### src/sseg_ram.sv
// Generic single-write, single-read synchronous RAM with a registered read.
// Holds the trigger store; depends on nothing.
`default_nettype none

module sseg_ram #(
  parameter int unsigned WIDTH = 8,
  parameter int unsigned DEPTH = 64,
  localparam int unsigned AW = (DEPTH > 1) ? $clog2(DEPTH) : 1
) (
  input  logic             clk_i,
  input  logic             we_i,
  input  logic [AW-1:0]    waddr_i,
  input  logic [WIDTH-1:0] wdata_i,
  input  logic             re_i,
  input  logic [AW-1:0]    raddr_i,
  output logic [WIDTH-1:0] rdata_o
);

  logic [WIDTH-1:0] mem_q [DEPTH];
  logic [WIDTH-1:0] rdata_q;

  // Write port and registered read port.
  always_ff @(posedge clk_i) begin
    if (we_i) begin
      mem_q[waddr_i] <= wdata_i;
    end
    if (re_i) begin
      rdata_q <= mem_q[raddr_i];
    end
  end

  assign rdata_o = rdata_q;

endmodule

`default_nettype wire

### config.mk
export PLATFORM = sky130hd
export DESIGN_NAME = sseg_ram
export DESIGN_NICKNAME = d
export VERILOG_FILES = /design/src/sseg_ram.sv
export SDC_FILE = /design/constraint.sdc
export NUM_CORES = 1
export LEC_CHECK = 0
export ABC_AREA = 1
export BUFFER_PORTS_ARGS = -buffer_cell sky130_fd_sc_hd__buf_4
export CORE_UTILIZATION = 50
export CTS_CLUSTER_SIZE = 25
export DETAILED_ROUTE_END_ITERATION = 8
export PLACE_DENSITY = 0.66
export SETUP_SLACK_MARGIN = 0.4
export SLEW_MARGIN = 20
export SYNTH_ARGS = -nofsm -noshare
export SYNTH_HDL_FRONTEND = slang
export SYNTH_SLANG_ARGS = --single-unit
### constraint.sdc
create_clock -name clk_i -period 2.5 [get_ports clk_i]
set_input_delay 0.25 -clock clk_i [delete_from_list [all_inputs] [get_ports clk_i]]
set_output_delay 0.25 -clock clk_i [all_outputs]
set_load 0.005 [all_outputs]
==> results.py <==
metrics = {
    "sta": {
        "maxClockFrequency_ghz": 0.677,
        "rsz0062_at_grt": "false",
        "holdWs_ns": 0.0771,
        "worstMarginPinSlew_ns": 0.830,
        "drv_slew": 0,
        "skew_ns": 0.0141,
        "finalHoldViolCount": 0,
        "period_share": 0.591,
        "setup_violations": 0,
        "slew_headroom": 0.446,
        "setup-tns-final_ns": 0,
        "finalCriticalPeriod_ns": 1.48,
    },
    "min_path": {
        "holdPathStages": 3,
        "hp-class": "in -> reg",
    },
    "global_route": {
        "grt_pass1_vias": 13600,
        "antenna_found_initial": 0,
        "gr-total-overflow": 0,
        "grt_max_degree": 89,
        "grt_pass1_wl_um": 80000,
        "grt_use_total": 0.244,
    },
    "clock_tree": {
        "cts-root-buf": "clkbuf_16",
        "cts_setup_buffers": 0,
        "cts_resized": 0,
        "clockBufferDepth": 3,
        "insertion_delay_ns": 0.59,
        "htree_levels": 2,
        "hold_buffers": 1,
        "clkTransAtPathRegs_ns": 0.06,
        "cts_tree": "yes",
        "cts_inserted_buffers": 52,
        "clock_sinks": 520,
    },
    "placement": {
        "gp_congestion": 0.863,
        "io_buffer_count": 30,
        "dp_hpwl_um": 30300,
    },
    "critical_path": {
        "r2r_cells": 8,
        "path_max_fanout": 1,
        "crit_chain": "buf_4",
        "start_kind": "register",
        "crit_family": "flip-flops",
        "slowest_stage": "edfxtp_1",
        "path_depth": 1,
        "critical_path_arrival_ns": 1.23,
        "r2r_setup_slack_ns": 1.05,
        "critPathMaxStageDelay_ns": 0.47,
        "crit_path_end_kind": "primary output",
        "cp.required_ns": 2.25,
        "cp_num_buf_inv": 1,
        "crit_type": "reg -> out",
    },
    "floorplan": {
        "num_rows": 75,
        "die_h_um": 209,
        "initial_core_util": 0.508,
        "io_pins": 31,
        "die_width_um": 209,
        "die_area_um2": 43700,
        "core_um2": 42100,
    },
    "logic_synthesis": {
        "postSynthNetCount": 1828,
        "synth.avg_cell_area_um2": 11.9,
        "synth_cell_types": 15,
        "ys.warnings.count": 0,
        "ys_seq_area_frac": 0.729,
        "synth_area_um2": 21400,
        "synthCells": 1805,
        "synth_seq_cells": 520,
    },
    "detailed_routing": {
        "drt_pre_antenna_iters": 5,
        "drc_errors": 0,
        "ant_nets": 0,
        "via_count": 13900,
        "wl_per_cell_um": 21.2,
        "first_iter_violations": 1534,
        "drt_wl_total_um": 51900,
        "via_per_inst": 5.67,
    },
    "layout": {
        "antenna_cells": 0,
        "finish.utilization": 0.572,
        "multi_input_area_um2": 4950,
        "fillCellCount": 3444,
        "seqCellArea_um2": 15600,
        "layout.nets": 1899,
        "syn_to_final_growth_pct": 12.4,
        "drive_gt1_frac": 0.107,
    },
    "status": {
        "outcome": "finished, final reports clean",
    },
    "power_and_ir_drop": {
        "leakagePower_nw": 8.80,
        "power.density_nw_per_um2": 767,
        "max-vdd-ir-drop_v": 0.000590,
    },
    "flow_run": {
        "maxCapViolations": 0,
    },
}
## cell type report
type                       count  area share
clock buffer                  58      0.0558
clock inverter                35      0.0128
inverter                      12     0.00218
multi-input combinational   1160       0.205
sequential                   520       0.648
tap                          539      0.0280
timing repair buffer         130      0.0475
## cells in the mapped netlist (all sizes together)
cell type    n  area share
buf         98       0.035
clkbuf      15      0.0026
edfxtp     520        0.73
inv         12      0.0023
nand2      648        0.11
nand3      439        0.10
nand4        9      0.0026
nor2        56      0.0098
nor4         8      0.0023
## sequential cells by signal (all words and copies together), names as in the netlist
| name | flops |
|---|---|
| mem_q | 512 |
| rdata_o | 8 |
## cell usage in the layout (no fill, tap or decap), types with 5 or more instances in the layout
| master | instances |
|---|---|
| buf_12 | 13 |
| buf_4 | 115 |
| bufinv_16 | 6 |
| clkbuf_1 | 5 |
| clkbuf_16 | 53 |
| clkinv_1 | 16 |
| clkinv_2 | 12 |
| edfxtp_1 | 520 |
| inv_1 | 9 |
| nand2_1 | 648 |
| nand3_1 | 439 |
| nand4_1 | 9 |
| nor2_1 | 56 |
| nor4_1 | 8 |
## metal layers
layer  track usage  wire length (um)
met5             0                 0
met4        0.0971              1680
met3        0.0406              4350
met2         0.369             23400
met1         0.353             22500
## per-stage QoR
stage          setup WS, ns  instances  total power, mW  cell area [um2]
2_1_floorplan         0.484       1805             10.5            21400
3_3_place_gp          0.450       2360             11.0            22400
3_5_place_dp          0.442       2360             11.0            22400
4_1_cts                1.00       2454             18.6            24100
5_1_grt               0.936       2454             19.0            24100
6_report               1.02       2454             18.5            24100
## logic make-up (layout without fill, tap and decap cells)
family | Yosys count | in the layout | synth area share
buffers and inverters | 125 | 235 | 0.0401
AND/OR/NAND/NOR | 1160 | 1160 | 0.231
flip-flops | 520 | 520 | 0.729
## worst paths after layout
kind                     start         end
setup / recovery    rdata_o[6]  rdata_o[6]
hold reg to reg    mem_q[4][5]  rdata_o[5]
hold / removal      raddr_i[5]  rdata_o[5]
setup reg to reg  mem_q[23][4]  rdata_o[4]
## power breakdown
part	total, mW	internal, mW	switching, mW
Combinational	1.14	0.306	0.837
Sequential	9.70	9.67	0.0260
Clock	7.62	4.45	3.17
Total	18.5	14.4	4.03
Power figures use the tool's default switching activity.
